### src/rtl/assert_macros.svh
// assertion helper macros shared by the rtl files
// no dependencies; include by bare file name
`ifndef ASSERT_MACROS_SVH
`define ASSERT_MACROS_SVH

// same-cycle implication, ignored while reset is high
`define ASSERT_IMPLIES(lbl, clk, rst, ante, cons) \
  lbl: assert property (@(posedge clk) disable iff (rst) (ante) |-> (cons)) \
    else $error("assertion failed: same-cycle implication");

// next-cycle implication, ignored while reset is high
`define ASSERT_NEXT(lbl, clk, rst, ante, cons) \
  lbl: assert property (@(posedge clk) disable iff (rst) (ante) |=> (cons)) \
    else $error("assertion failed: next-cycle implication");

`endif

### src/rtl/mmm_pkg.sv
// shared constants and types for the montgomery multiplier
// no dependencies
`timescale 1ns / 1ps

package mmm_pkg;

  // default datapath word width
  localparam int WORD_BITS_DEF = 32;

  // fixed field widths
  localparam int RES_W  = 32;
  localparam int OPND_W = 32;
  localparam int CFG_W  = 32;
  localparam int KBIT_W = 6;

  // width of one multiplier digit handled by a cell
  localparam int DIG_W = 8;

  // register reset values
  localparam logic [OPND_W-1:0] MODULUS_RST     = 32'd3;
  localparam logic [KBIT_W-1:0] R_BITS_RST      = 6'd32;
  localparam logic [OPND_W-1:0] NEG_INVERSE_RST = 32'h5555_5555;
  localparam logic [OPND_W-1:0] R_SQUARED_RST   = 32'd1;

  typedef enum logic [1:0] {
    REG_MODULUS     = 2'd0,
    REG_R_BITS      = 2'd1,
    REG_NEG_INVERSE = 2'd2,
    REG_R_SQUARED   = 2'd3
  } cfg_reg_t;

  typedef enum logic [1:0] {
    CMD_MUL       = 2'd0,
    CMD_TO_MONT   = 2'd1,
    CMD_FROM_MONT = 2'd2
  } cmd_t;

endpackage

### src/rtl/mmm_cell.sv
// one multiply-accumulate cell of the chain: adds multiplicand * digit at a fixed offset
// depends on mmm_pkg
`timescale 1ns / 1ps

module mmm_cell #(
  parameter int ACC_W  = 64,
  parameter int PASS_W = 64,
  parameter int MC_W   = 32,
  parameter int SHIFT  = 0
) (
  input  logic                      clk,
  input  logic                      rst,
  input  logic                      in_valid,
  output logic                      in_ready,
  input  logic [ACC_W-1:0]          acc_in,
  input  logic [PASS_W-1:0]         pass_in,
  input  logic [mmm_pkg::DIG_W-1:0] digit,
  output logic                      out_valid,
  input  logic                      out_ready,
  output logic [ACC_W-1:0]          acc_out,
  output logic [PASS_W-1:0]         pass_out
);

  localparam int PROD_W = MC_W + mmm_pkg::DIG_W;
  localparam int EXT_W  = ACC_W + PROD_W;

  logic [PROD_W-1:0] prod;
  logic [EXT_W-1:0]  term;
  logic [ACC_W-1:0]  acc_next;

  // partial product of the multiplicand with this cell's digit
  assign prod     = PROD_W'(pass_in[MC_W-1:0]) * PROD_W'(digit);
  assign term     = EXT_W'(prod) << SHIFT;
  assign acc_next = acc_in + term[ACC_W-1:0];

  assign in_ready = !out_valid || out_ready;

  always_ff @(posedge clk) begin
    if (rst) begin
      out_valid <= 1'b0;
    end else if (in_ready) begin
      out_valid <= in_valid;
    end
  end

  always_ff @(posedge clk) begin
    if (in_valid && in_ready) begin
      acc_out  <= acc_next;
      pass_out <= pass_in;
    end
  end

endmodule

### config.mk
export PLATFORM = sky130hd
export DESIGN_NAME = mmm_cell
export DESIGN_NICKNAME = d
export VERILOG_FILES = /design/src/rtl/assert_macros.svh /design/src/rtl/mmm_pkg.sv /design/src/rtl/mmm_cell.sv
export SDC_FILE = /design/constraint.sdc
export NUM_CORES = 1
export LEC_CHECK = 0
export BUFFER_PORTS_ARGS = -buffer_cell sky130_fd_sc_hd__buf_2
export CAP_MARGIN = 20
export CORE_MARGIN = 5
export CORE_UTILIZATION = 47
export CTS_BUF_LIST = sky130_fd_sc_hd__clkbuf_8
export DETAILED_ROUTE_END_ITERATION = 10
export HOLD_SLACK_MARGIN = 0.02
export PLACE_DENSITY = 0.75
export SETUP_SLACK_MARGIN = 0.5
export SLEW_MARGIN = 25
export SYNTH_ARGS = -nofsm -noshare
export SYNTH_HDL_FRONTEND = slang
export SYNTH_SLANG_ARGS = --single-unit
### constraint.sdc
create_clock -name clk -period 8.3 [get_ports clk]
set_input_delay 1.66 -clock clk [delete_from_list [all_inputs] [get_ports clk]]
set_output_delay 1.66 -clock clk [all_outputs]
set_load 0.005 [all_outputs]
# After elaboration in Yosys (flattened, before gate mapping)
# Index checks and enable logic that the tools add are counted.
[op_classes]
reduce_logical = 3
n_mul = 1
add_sub_neg = 1
[ops]
columns = ["cell", "count"]
rows = [
  ["64-bit by 40-bit adder with 64-bit output", 1],
  ["32-bit by 8-bit multiplier with 40-bit output", 1],
  ["1-bit logical AND", 1],
  ["1-bit zero test", 1],
  ["1-bit logical OR", 1],
]
[word_totals]
ff_bits = 129
elab_cells = 8
in_bits = 140
output_inout_bits = 130

# Longest topological paths before layout
[depth]
word_depth = 3
ltp_mapped = 22
ltp_nobuf = 20

# Least setup slack after synthesis
# Ideal clock, no wire load.
[synth_path]
path_type = "input-to-reg"
from = "input digit[7] (netlist bit)"
to = "register acc_out[61] (data pin)"
slack_ps = 1885
cell_stages = 19
arrival_ps = 6155
path_buffers = 2
setup_time_ps = 260
required_ps = 8040
cell_sequence = "clkbuf_1 and2_1 fa_1 fa_1 fa_1 inv_1 fa_1 inv_1 ha_1 buf_2 a21o_1 o21ba_2 o21ai_1 a211o_1 a221oi_1 o21ai_1 a41oi_1 nor2_1 xor2_1"
[synth_via]
elab_chain_len = 2
[synth_rtl]
columns = ["element", "line_no", "rtl"]
rows = [
  ["from (decl)", "mmm_cell.sv:17", "input logic [mmm_pkg::DIG_W-1:0] digit,"],
  ["32-bit by 8-bit multiplier with 40-bit output", "mmm_cell.sv:32", "assign prod = PROD_W'(pass_in[MC_W-1:0]) * PROD_W'(digit);"],
  ["64-bit by 40-bit adder with 64-bit output", "mmm_cell.sv:34", "assign acc_next = acc_in + term[ACC_W-1:0];"],
  ["via acc_next[61]", "mmm_cell.sv:29", "logic [ACC_W-1:0] acc_next;"],
  ["to (signal assigned)", "mmm_cell.sv:48", "acc_out <= acc_next;"],
  ["to (decl)", "mmm_cell.sv:20", "output logic [ACC_W-1:0] acc_out,"],
]
# The timed path passes the listed nets, and every way through them passes these cells.
# A chain may end at the register's enable or synchronous reset.

# Worst setup path in the final report
[layout_path]
from = "input digit[6] (netlist bit)"
to = "register acc_out[61] (data pin)"
# The elaborated chain is that of the path after synthesis.

==> run summary <==
Status - complete, no violations
Mapped Cells - 1,317
CTS buffer count - 17
RePlAce Congestion - 0.889
Setup Fix Bufs, Post-CTS - 0
Hold Buf Count CTS - 0
Drt wl/cell - 16.9 um
Via count - 10,000
Crit path DAT - 6.96 ns
Antenna Nets Post-Route - 0
Total track usage - 0.209
Avg Vias per Cell - 5.10
TritonCTS clock tree - done
H-tree lvl count - 4
Power Dens Cells - 347 nW/um2
Synth area leader - fa_1
RSZ-0062 raised after global routing - no
Worst Setup Start Kind - input pin
Most frequent cell on the critical path - fa_1
Vias in the first global route - 11,000
Starting density of the core - 0.478
Total grt overflow - 0
Max_cap viols - 0
Root buffer cell - clkbuf_8
Fillcell total - 2,540
Slew Viols, Final - 0
Worst Max-Slew Pin Slew - 0.978 ns
Max frequency - 0.149 GHz
Post-route cell area - 15,800 um2
Final period utilization - 0.811
Die X - 181 um
Worst path required time - 8.53 ns
Pre-antenna DRT Iters - 6
Rel. slew slack - 0.348
Final setup viols - 0
Async SR Flop Fraction - 0
Post-synth EDFFs - 128
Layout cells sized above 1 - 0.205
Ys Warns - 0
Post-Place Cell Area - 15,400 um2
Drt total wl - 33,100 um
Top post-synthesis cells by area - fa_1 32%, edfxtp_1 28%, and2_1 8.0%
PortBufs - 269
Post-CTS resize count - 0
Chip Height - 181 um
Tmin final - 6.73 ns
Unique masters post-synth - 59
Core Region - 28,800 um2
Synth Area per Inst - 10.4 um2
Leak Pwr - 7.67 nW
Post-synthesis sequential area ratio - 0.281
Total area of sequential cells - 3860 um2
Crit-path cells - buf_2, and2_1, fa_1, fa_1, fa_1, inv_1, fa_1, inv_1, ha_1, a21o_1, o21ba_2, o21ai_1, a211o_1, a221oi_1, o21ai_1, a41oi_1, nor2_1, xor2_1
Rows - 62
Net Count, Synth - 1,740
IO Count - 270
Main synth FF type - edfxtp_1
Pin count of the biggest net entering global routing - 75
Post-synth top area share - 0.317
Setup CP Type - input pin to flop
FF+latch count, synth - 129
CP max FO - 32
Worst path max stage delay - 0.55 ns
Ant. Diodes - 0
Worst Clk Skew - 0.0240 ns
DP Wirelength - 26,400 um
CTS max path bufs - 2
Wire length of the first global-routing pass - 55,400 um
Number of remaining DRC errors - 0
Final hold vios - 0
Initial drt markers - 435
Initial antenna violation count - 0
Die area - 32,800 um2
Setup TNS - 0 ns
Worst-Skew Late Latency - 0.48 ns
Clock-pin slew on the worst setup and hold paths - 0.10 ns
Critical Path End Type - flop
Worst path slowest cell - fa_1
Multi-input combinational cell area - 8650 um2
Maximum vdd drop - 253 uV
# nets final - 1,988
Sink Count - 129
Post-Syn Area - 13,800 um2
Area Overhead vs Synth - 14.9%
Hold crit path type - flop to flop
## worst paths after layout
| kind | start | to | slack [ns] | cells past startpoint |
|---|---|---|---|---|
| max reg2reg | out_valid | pass_out[23] | 5.91 | 3 |
| min reg2reg | out_valid | out_valid | 0.55 | 2 |
| min | out_valid | out_valid | 0.55 | 2 |
| max | digit[6] | acc_out[61] | 1.57 | 18 |
## per-layer routing
layer  share of wire  vias up  GRT usage
li1                -     4591          -
met1            0.42     5040      0.268
met2            0.50      327      0.363
met3           0.056       57     0.0368
met4           0.024        0     0.0624
met5               0        -          0
## kinds of logic (layout without fill, tap and decap cells)
family	after synthesis	count (layout)	share of synthesized area
flops	129	129	0.281
compound gates	133	133	0.0638
xor+xnor	58	58	0.0369
simple gates	388	388	0.152
buf+inv	326	587	0.0906
fa+ha+maj	283	283	0.376
## synth_stat cells, drive strengths merged (4+ instances only)
cell,instances
xnor2,36
a21oi,47
a31oi,8
clkbuf,31
inv,285
nand3,13
nand4,10
buf,10
and3,6
edfxtp,128
ha,65
fa,218
a211oi,5
nand2,133
o21bai,6
xor2,22
nor2,22
nor2b,4
and2,177
nor3,7
o31ai,4
o21ai,29
a21o,10
## layout make-up
type | instances | area share
clock buffers | 17 | 0.0148
clock inverters | 15 | 0.0102
inverters | 285 | 0.0676
multi-input cells | 862 | 0.547
flip-flops and latches | 129 | 0.244
well taps | 384 | 0.0304
repair buffers | 270 | 0.0856
## sequential cells by signal, indices dropped and copies added, names as in the netlist
| register | flops |
|---|---|
| acc_out | 64 |
| out_valid | 1 |
| pass_out | 64 |
## critical path, delay by kind of cell
| family | cells | cell delay (ns) |
|---|---|---|
| adders and majority gates | 5 | 2.45 |
| AOI/OAI and AO/OA | 7 | 1.77 |
| xor gates and xnor gates | 1 | 0.15 |
| and+or+nand+nor | 2 | 0.35 |
| buffers and inverters | 3 | 0.55 |
## report_power, final
group	switching [W]	internal [W]	leakage [nW]
clock	0.000340	0.000228	0.196
sequential	0.0000386	0.00103	1.25
combinational	0.00237	0.00147	6.23
## cells in the final DEF, fill, tap and decap left out, types with 3 or more instances in the layout
cell | synthesis | routed
fa_1 | 218 | 218
nor2b_1 | 4 | 4
a211oi_1 | 5 | 5
ha_1 | 65 | 65
xnor2_1 | 36 | 36
o2111ai_1 | 3 | 3
nand3_1 | 12 | 12
buf_2 | 8 | 269
nor3_1 | 7 | 7
nand4_1 | 8 | 8
a21o_1 | 10 | 10
edfxtp_1 | 128 | 128
and4_1 | 3 | 3
inv_1 | 285 | 285
o21bai_1 | 6 | 6
and3_1 | 6 | 6
o21a_1 | 3 | 3
o21ai_2 | 3 | 3
a21oi_1 | 47 | 47
and2_1 | 177 | 176
xor2_1 | 22 | 22
inv_8 | 0 | 7
o21ai_0 | 24 | 24
a31oi_1 | 8 | 8
nor2_1 | 22 | 22
nand2_1 | 132 | 132
clkbuf_8 | 0 | 17
## stage by stage
step,instances,worst slack (ns),utilization,hold slack [ns],total power (W)
finish,1962,1.57,0.550,0.547,0.00548
global route,1962,1.30,0.550,0.592,0.00602
CTS,1962,1.61,0.550,0.557,0.00548
detailed placement,1930,1.10,0.536,0.541,0.00488
global placement,1930,1.11,0.536,0.501,0.00481
floorplan,1317,1.89,-,0.522,0.00384
(Power assumes the default switching activity.)
