## src/rtl/assert_macros.svh

```systemverilog
// assertion helper macros shared by the rtl files
// no dependencies; include by bare file name
`ifndef ASSERT_MACROS_SVH
`define ASSERT_MACROS_SVH

// same-cycle implication, ignored while reset is high
`define ASSERT_IMPLIES(lbl, clk, rst, ante, cons) \
  lbl: assert property (@(posedge clk) disable iff (rst) (ante) |-> (cons)) \
    else $error("assertion failed: same-cycle implication");

// next-cycle implication, ignored while reset is high
`define ASSERT_NEXT(lbl, clk, rst, ante, cons) \
  lbl: assert property (@(posedge clk) disable iff (rst) (ante) |=> (cons)) \
    else $error("assertion failed: next-cycle implication");

`endif

```

## src/rtl/mmm_pkg.sv

```systemverilog
// shared constants and types for the montgomery multiplier
// no dependencies
`timescale 1ns / 1ps

package mmm_pkg;

  // default datapath word width
  localparam int WORD_BITS_DEF = 32;

  // fixed field widths
  localparam int RES_W  = 32;
  localparam int OPND_W = 32;
  localparam int CFG_W  = 32;
  localparam int KBIT_W = 6;

  // width of one multiplier digit handled by a cell
  localparam int DIG_W = 8;

  // register reset values
  localparam logic [OPND_W-1:0] MODULUS_RST     = 32'd3;
  localparam logic [KBIT_W-1:0] R_BITS_RST      = 6'd32;
  localparam logic [OPND_W-1:0] NEG_INVERSE_RST = 32'h5555_5555;
  localparam logic [OPND_W-1:0] R_SQUARED_RST   = 32'd1;

  typedef enum logic [1:0] {
    REG_MODULUS     = 2'd0,
    REG_R_BITS      = 2'd1,
    REG_NEG_INVERSE = 2'd2,
    REG_R_SQUARED   = 2'd3
  } cfg_reg_t;

  typedef enum logic [1:0] {
    CMD_MUL       = 2'd0,
    CMD_TO_MONT   = 2'd1,
    CMD_FROM_MONT = 2'd2
  } cmd_t;

endpackage

```

## src/rtl/mmm_reduce.sv

```systemverilog
// final reduction: shift right by the radix exponent, then one conditional subtraction
// depends on mmm_pkg
`timescale 1ns / 1ps

module mmm_reduce #(
  parameter int SUM_W = 97,
  parameter int OPW   = 32
) (
  input  logic                       clk,
  input  logic                       rst,
  input  logic                       in_valid,
  output logic                       in_ready,
  input  logic [SUM_W-1:0]           sum,
  input  logic [mmm_pkg::KBIT_W-1:0] k,
  input  logic [OPW-1:0]             p,
  output logic                       out_valid,
  input  logic                       out_ready,
  output logic [mmm_pkg::RES_W-1:0]  result
);

  localparam int TEXT_W = SUM_W + mmm_pkg::RES_W;

  logic                          shf_valid;
  logic                          shf_ready;
  logic [SUM_W-1:0]              shifted;
  logic [TEXT_W-1:0]             shifted_ext;
  logic                          take_sub;
  logic [mmm_pkg::RES_W-1:0]     result_next;

  // stage 1: variable right shift
  assign in_ready = !shf_valid || shf_ready;

  always_ff @(posedge clk) begin
    if (rst) begin
      shf_valid <= 1'b0;
    end else if (in_ready) begin
      shf_valid <= in_valid;
    end
  end

  always_ff @(posedge clk) begin
    if (in_valid && in_ready) begin
      shifted <= sum >> k;
    end
  end

  // stage 2: compare with p and subtract once, low bits kept
  assign shifted_ext = TEXT_W'(shifted);
  assign take_sub    = shifted >= SUM_W'(p);
  assign result_next = take_sub ?
                       (shifted_ext[mmm_pkg::RES_W-1:0] - mmm_pkg::RES_W'(p)) :
                       shifted_ext[mmm_pkg::RES_W-1:0];

  assign shf_ready = !out_valid || out_ready;

  always_ff @(posedge clk) begin
    if (rst) begin
      out_valid <= 1'b0;
    end else if (shf_ready) begin
      out_valid <= shf_valid;
    end
  end

  always_ff @(posedge clk) begin
    if (shf_valid && shf_ready) begin
      result <= result_next;
    end
  end

endmodule

```

## config.mk

```make
export PLATFORM = sky130hd
export DESIGN_NAME = mmm_reduce
export DESIGN_NICKNAME = d
export VERILOG_FILES = /design/src/rtl/assert_macros.svh /design/src/rtl/mmm_pkg.sv /design/src/rtl/mmm_reduce.sv
export SDC_FILE = /design/constraint.sdc
export NUM_CORES = 1
export LEC_CHECK = 0
export ABC_AREA = 1
export BUFFER_PORTS_ARGS = -buffer_cell sky130_fd_sc_hd__buf_2
export CORE_AREA = 3 3 220 222
export CTS_CLUSTER_SIZE = 14
export DETAILED_ROUTE_END_ITERATION = 16
export DIE_AREA = 0 0 223 225
export SYNTH_ARGS = -nofsm -noshare
export SYNTH_HDL_FRONTEND = slang
export SYNTH_SLANG_ARGS = --single-unit
```

## constraint.sdc

```tcl
create_clock -name clk -period 4.15 [get_ports clk]
set_input_delay 0.83 -clock clk [delete_from_list [all_inputs] [get_ports clk]]
set_output_delay 0.83 -clock clk [all_outputs]
set_load 0.02 [all_outputs]
```

=== Word-level counts from Yosys, hierarchy flattened ===
Cells that the tools add are included.

* $add $sub $neg: 1
* Order comparisons: 1
* Shift-type cells: 1
* Multiplexer cells: 1
* Reductions and logical operators: 6

{| class="wikitable"
|+ Operator list
! cell !! number
|-
| $ge 97x32->1 || 1
|-
| $shr 97x6->97 || 1
|-
| $mux 32 || 1
|-
| $sub 32x32->32 || 1
|-
| $logic_and 1x1->1 || 2
|-
| $logic_not 1->1 || 2
|-
| $logic_or 1x1->1 || 2
|}

* Register bits: 131
* Bits of input ports: 139
* Output and inout port bits: 34
* Word-level logic and storage cells: 14

=== Logic depth before layout (Yosys ltp) ===
Gate-level depths: netlist of run 1.

* Word-level depth: 4
* Mapped depth: 16
* Mapped depth without buffers: 15

=== Worst setup path after synthesis of run 1 ===
No wires, ideal clock.

* Kind: input port to flip-flop
* Start: input port out_ready
* End: register shifted[0], enable pin
* Data arrival time: 3085 ps
* Data required time: 3700 ps
* Path slack: 615 ps
* Stages on the path: 4
* Buffers on the path: 0
* Path through: inv_1 nand3_1 nand2_1 inv_1

* Longest elaborated chain between the ends: 3

{| class="wikitable"
|+ Ends and longest elaborated chain
! what !! line !! text
|-
| start: declaration || mmm_reduce.sv:17 || <nowiki>input logic out_ready,</nowiki>
|-
| $logic_or 1x1->1 || mmm_reduce.sv:54 || <nowiki>assign shf_ready = !out_valid || out_ready;</nowiki>
|-
| $logic_or 1x1->1 || mmm_reduce.sv:31 || <nowiki>assign in_ready = !shf_valid || shf_ready;</nowiki>
|-
| net in_ready || mmm_reduce.sv:12 || <nowiki>output logic in_ready,</nowiki>
|-
| $logic_and 1x1->1 || mmm_reduce.sv:42 || <nowiki>if (in_valid && in_ready) begin</nowiki>
|-
| end signal: assignment || mmm_reduce.sv:43 || <nowiki>shifted <= sum >> k;</nowiki>
|-
| end: declaration || mmm_reduce.sv:25 || <nowiki>logic [SUM_W-1:0] shifted;</nowiki>
|}

The timed path passes the listed nets, and every way through them passes these cells.
A chain may end at the register's enable or synchronous reset.

=== Worst setup path in the final report of run 1 ===
* Start: input port p[27]
* End: register result[13] in the netlist's numbering, data pin

* Longest elaborated chain between the ends: 2

{| class="wikitable"
|+ Ends and longest elaborated chain
! what !! line !! text
|-
| start: declaration || mmm_reduce.sv:15 || <nowiki>input logic [OPW-1:0] p,</nowiki>
|-
| $ge 97x32->1 || mmm_reduce.sv:49 || <nowiki>assign take_sub = shifted >= SUM_W'(p);</nowiki>
|-
| $mux 32 || mmm_reduce.sv:50 || <nowiki>assign result_next = take_sub ?</nowiki>
|-
| net result_next (one bit) || mmm_reduce.sv:28 || <nowiki>logic [mmm_pkg::RES_W-1:0] result_next;</nowiki>
|-
| end signal: assignment || mmm_reduce.sv:66 || <nowiki>result <= result_next;</nowiki>
|-
| end: declaration || mmm_reduce.sv:18 || <nowiki>output logic [mmm_pkg::RES_W-1:0] result</nowiki>
|}

The timed path passes the listed nets, and every way through them passes these cells.

==> results.json, run 1 <==
{
  "hold_ws_ns": 0.5289,
  "synth_top_flop_cell": "edfxtp_1",
  "r2r-start": "shifted[27]",
  "cp_max_fo": 33,
  "hold_path.class": "flip-flop to flip-flop",
  "syn-cell-area_um2": 13930,
  "vias": 15670,
  "crit_arrival_ns": 3.37,
  "ctsHoldBuffers": 0,
  "r2r-end": "result[13]",
  "worstSetupPathType": "primary input to flip-flop",
  "reg2reg_setup_slack_ns": 0.97,
  "power.total_mw": 4.842,
  "async_reset_ff_share_pct": 0,
  "detail_route.iter0.violations": 1613,
  "synth_top_cells_by_area": "edfxtp_1 (28%), nand2_1 (25%), nand3_1 (20%), inv_1 (6.3%), ha_1 (2.9%)",
  "internal_power_mw": 2.937,
  "cts_buffers": 17,
  "syn_to_final_growth_pct": 12.25,
  "overflow": 0,
  "syn_avg_cell_area_um2": 5.935,
  "clk_latency_ns": 0.44,
  "first_pass_iters": 6,
  "setup_viol": 0,
  "grt_pass1_wl_mm": 81.10,
  "cap_violations": 0,
  "fillers": 5259,
  "finalCritPeriodShare_pct": 76.70,
  "cts_root_buffer": "clkbuf_16",
  "seq_power_share_pct": 35.0,
  "slew_headroom_pct": 28.63,
  "finClkSkew_ns": 0.01252,
  "ant_nets": 0,
  "min_from": "out_valid",
  "insertedDiodeCount": 0,
  "port_buffers": 172,
  "crit_path_end_kind": "flip-flop",
  "drt-total-wl_mm": 52.29,
  "viasPerCell": 5.153,
  "cts_setup_buffers": 0,
  "yosys.area.top_type": "edfxtp_1",
  "first_global_vias": 14590,
  "pwr_density_cell_nw_per_um2": 309.7,
  "required_ns": 4.33,
  "drive_gt1_share_pct": 10.64,
  "clockPowerShare_pct": 27.9,
  "setup_tns_ns": 0,
  "nNetsFinal": 2595,
  "clock_tree.htree_level_count": 4,
  "crit_path_cell_trace": "buf_2 > inv_1 > ha_1 > nand2_1 > inv_1 > nand2_1 > and2_1 > nor2_1 > nor2_1 > nand2_1 > nor2_4 > nand2_4 > nand2_1 > nand2_1",
  "grt_usage_pct": 20.38,
  "power.switching_mw": 1.905,
  "crit_path_start": "p[27]",
  "path_clk_slew_ns": 0.06,
  "leakagePower_nw": 7.980,
  "cp_common_cell": "nand2_1",
  "yosysTopAreaCellShare_pct": 27.81,
  "wire_per_inst_um": 17.19,
  "ys_seq_elements": 131,
  "synth_cells": 2347,
  "gp_congestion": 0.9437,
  "ys_warn_count": 0,
  "numClockSinks": 131,
  "hold_viol": 0,
  "rr_worst_depth": 12,
  "ys_types": 36,
  "switching_share_pct": 39.35,
  "tightest_slew_ns": 1.071,
  "dp_hpwl_mm": 41.58,
  "seq_area_frac_synth_pct": 28.10,
  "die_w_um": 223,
  "synthTopCellsByCount": "nand2_1 (914), nand3_1 (543), inv_1 (235)",
  "period_minus_slack_ns": 3.183,
  "cts_tree": "done",
  "rsz0062_at_grt": "no",
  "status": "complete, no violations",
  "coreArea_um2": 46560,
  "placementRows": 79,
  "p_comb_share_pct": 37.2,
  "grt_max_degree": 100,
  "ir_worst_vdd_mv": 0.2917,
  "antenna_found_initial": 0,
  "fmax_mhz": 314.2,
  "syn_nets": 2519,
  "start_kind": "primary input",
  "ctsLongestPathBuffers": 2,
  "dieArea_um2": 50180,
  "synth.most_common_cell": "nand2_1",
  "slowest_stage": "nor2_4",
  "max_stage_delay_ns": 0.68,
  "initial_utilization_pct": 29.92,
  "synth-edff-count": 129,
  "pin_count": 173,
  "crit_end": "result[13]",
  "postCtsResizedCells": 0,
  "drc": 0,
  "die_height_um": 225,
  "drv_slew": 0
}
==> layout make-up <==
class | count | area, µm² | share of cell area (%)
Clock buffer | 19 | 432.9 | 2.769
Clock inverter | 12 | 83.83 | 0.5361
Inverter | 242 | 909.6 | 5.817
Multi-Input combinational cell | 1839 | 8486 | 54.27
Sequential cell | 131 | 3914 | 25.03
Tap cell | 607 | 759.5 | 4.857
Timing Repair Buffer | 192 | 1051 | 6.722
==> flip-flops by register name (all words and copies together) (netlist names) <==
register   flops
shf_valid      1
out_valid      1
result        32
shifted       97
==> critical path: cells and delay by family <==
kind | cells | cell delay (ns)
buffers and inverters | 3 | 0.17
adder cells (fa/ha/maj) | 1 | 0.37
AND/OR/NAND/NOR | 10 | 1.97
==> cells in the final DEF (no fill, tap or decap), drive strengths merged <==
cell type	count
o21ai	78
nor3	17
nand2	916
o211ai	46
clkinvlp	3
a21oi	26
xor2	12
or2	18
inv	243
a21o	1
nor3b	1
dfxtp	2
clkinv	8
fa	1
nand3	545
edfxtp	129
xnor2	2
nor2	104
clkbuf	19
ha	32
nand4	25
nor4	1
and3	1
buf	192
and2	13
==> per-stage QoR <==
step | worst slack (ns) | util [%] | area (µm²) | std cells
floorplan | 0.6148 | - | 13930 | 2347
global placement | 0.5304 | 32.48 | 15120 | 3011
detailed placement | 0.4825 | 32.48 | 15120 | 3011
CTS | 0.9552 | 33.59 | 15640 | 3042
global route | 0.6989 | 33.59 | 15640 | 3042
finish | 0.9669 | 33.59 | 15640 | 3042
==> worst min path at each step <==
stage | to | slack [ns] | cells past startpoint
3_5_place_dp | out_valid | 0.52 | 2
3_3_place_gp | out_valid | 0.51 | 2
6_report | out_valid | 0.53 | 2
2_1_floorplan | out_valid | 0.44 | 2
4_1_cts | out_valid | 0.53 | 2
5_1_grt | shf_valid | 0.55 | 2
==> per-layer routing <==
layer	vias to the layer above	global-route usage, %	share of wire, %
met4	0	4.758	1.8
met2	605	31.85	44
met1	7179	29.85	48
li1	7845	-	-
met5	-	0	0
met3	45	2.722	6.4
==> cell families (layout without fill, tap and decap cells) <==
kind of cell,count (synthesis),after routing,synth area share (%)
xor+xnor,14,14,0.8803
buf+inv,377,465,11.07
simple gates,1641,1641,50.64
flops,131,131,28.10
compound gates,151,151,6.297
fa+ha+maj,33,33,3.018
==> power by group through the flow <==
stage	clock, mW	sequential, mW	combinational, mW
final	1.35	1.69	1.80
after global routing	1.45	1.70	2.02
after CTS	1.39	1.69	1.78
after detailed placement	0	1.72	1.78
after global placement	0	1.72	1.77
after floorplan	0	1.73	1.20
(Power assumes the default switching activity.)
==> run 2: changes to the inputs <==
clock period = 3.2 ns   (was 4.15 ns; I/O delays follow)
==> run 2 against run 1 <==
Global-route usage up 0.19 points. Critical path type is now flip-flop to flip-flop. Cell area rose by 1.7%. Clock-buffer cell count fell by 2.
==> results.json, run 2 (synthesis results as in run 1) <==
{
  "status": "complete, no violations",
  "cts_setup_buffers": 0,
  "setup_ws_ns": 0.2483,
  "worstSetupPathType": "flip-flop to flip-flop",
  "wire_per_inst_um": 17.36,
  "syn_to_final_growth_pct": 14.20,
  "cap_violations": 0,
  "finalCritPeriodShare_pct": 92.24,
  "postCtsResizedCells": 0,
  "ctsLongestPathBuffers": 2,
  "antenna_found_initial": 0,
  "multiInputGateArea_um2": 8492,
  "first_global_vias": 14560,
  "grt_use_met2_pct": 32.14,
  "placementRows": 79,
  "start_kind": "flip-flop",
  "fillers": 5227,
  "tightest_slew_ns": 0.9814,
  "detail_route.iter0.violations": 1670,
  "crit_path_cell_trace": "ha_1 > nand2_1 > inv_1 > nand2_1 > and2_1 > nor2_1 > nor2_1 > nand2_1 > nor2_4 > nand2_4 > nand2_1 > nand2_1",
  "drt-total-wl_mm": 53.05,
  "setup_tns_ns": 0,
  "most-common-layout-cells": "nand2_1 (914), nand3_1 (543), inv_1 (233)",
  "ir_worst_vdd_mv": 0.3570,
  "crit_family": "simple AND/OR/NAND/NOR gates",
  "setup_viol": 0,
  "gp_congestion": 0.9425,
  "period_minus_slack_ns": 2.952,
  "path_clk_slew_ns": 0.06,
  "largest_register_ffs": 97,
  "dpl_worst_slack_ns": -0.2482,
  "power.total_mw": 6.571,
  "cts_root_buffer": "clkbuf_16",
  "critPathBufInv": 1,
  "cts_tree": "done",
  "dp_hpwl_mm": 42.29,
  "reg.largest.list": "shifted: 97 flops, result: 32 flops",
  "ctsHoldBuffers": 0,
  "insertedDiodeCount": 0,
  "grt_pass1_wl_mm": 81.32,
  "drive_gt1_share_pct": 11.23,
  "coreArea_um2": 46560,
  "worstSetupPathDepth": 12,
  "r2r-start": "shifted[28]",
  "grt_use_met1_pct": 30.03,
  "dieArea_um2": 50180,
  "slowest_stage": "nor2_4",
  "overflow": 0,
  "viasPerCell": 5.145,
  "crit_arrival_ns": 3.13,
  "busiest_layer": "met2",
  "cp_common_cell": "nand2_1",
  "grt_max_degree": 112,
  "nNetsFinal": 2608,
  "slew_headroom_pct": 34.50,
  "cp_max_fo": 32,
  "crit_path_start": "shifted[28]",
  "use_met3_pct": 2.527,
  "port_buffers": 172,
  "pin_count": 173,
  "hold_ws_ns": 0.3919,
  "r2r-end": "result[30]",
  "ant_nets": 0,
  "seqCellArea_um2": 3914,
  "clk_latency_ns": 0.43,
  "initial_utilization_pct": 29.92,
  "drc": 0,
  "first_pass_iters": 6,
  "vias": 15720,
  "top_register": "shifted",
  "crit_end": "result[30]",
  "pwr_density_cell_nw_per_um2": 413.1,
  "max_stage_delay_ns": 0.53,
  "grt_usage_pct": 20.57,
  "finClkSkew_ns": 0.01089,
  "leakagePower_nw": 8.122,
  "clock_tree.htree_level_count": 4,
  "rr_worst_depth": 12,
  "hold_viol": 0,
  "die_w_um": 223,
  "die_height_um": 225,
  "final_common_cell": "nand2_1",
  "hold_path.class": "primary input to flip-flop",
  "fmax_mhz": 338.8,
  "required_ns": 3.38,
  "crit_path_end_kind": "flip-flop",
  "rsz0062_at_grt": "no",
  "reg2reg_setup_slack_ns": 0.25,
  "numClockSinks": 131,
  "cts_buffers": 17,
  "drv_slew": 0
}
## run 2: changes by cell type in the layout (fill, tap and decap cells not counted), moves of 2 or more
cell / previous run / this run
buf_12: 3 / 10
buf_4: 18 / 23
bufinv_16: 0 / 3
clkbuf_1: 2 / 0
clkinvlp_4: 3 / 1
inv_6: 2 / 4
## run 2: area by class of cell
type	count	area share, %
clock buffers	17	2.674
repair buffers	204	7.724
multi-input cells	1840	53.38
flip-flops and latches	131	24.60
well taps	607	4.774
clock inverters	15	1.109
inverters	242	5.734
## run 2: worst min-delay path by stage
stage / from / end / slack, ns / cells after the start
5_1_grt: rst / shf_valid / 0.39 / 2
3_5_place_dp: shf_valid / out_valid / 0.52 / 2
2_1_floorplan: shf_valid / out_valid / 0.44 / 2
6_report: rst / shf_valid / 0.39 / 2
4_1_cts: rst / shf_valid / 0.36 / 2
3_3_place_gp: out_valid / out_valid / 0.50 / 2
## run 2: per-stage QoR
stage	std cells	cell area [µm²]	util [%]
after floorplan	2347	13930	-
after global placement	3023	15300	32.86
after detailed placement	3023	15300	32.86
after CTS	3055	15900	34.16
after global routing	3056	15910	34.17
final	3056	15910	34.17
## run 2: power by group
group / internal (mW) / total, mW / leakage [nW] / switching, mW
Clock: 1.23 / 2.02 / 0.299 / 0.786
Combinational: 0.738 / 2.36 / 6.53 / 1.62
Sequential: 2.11 / 2.19 / 1.29 / 0.0830
Total: 4.08 / 6.57 / 8.12 / 2.49
## run 2: routing by layer
metal  part of all wire, %  vias up
met5                     0        -
met4                   2.1        0
met3                   6.7       53
met2                    45      586
met1                    46     7222
li1                      -     7861
## run 2: worst register-to-register path, cell delays in order (launching register included)
cell	delay, ns
edfxtp_1	0.42
ha_1	0.36
nand2_1	0.14
inv_1	0.05
nand2_1	0.06
and2_1	0.15
nor2_1	0.05
nor2_1	0.11
nand2_1	0.18
nor2_4	0.53
nand2_4	0.39
nand2_1	0.19
nand2_1	0.06
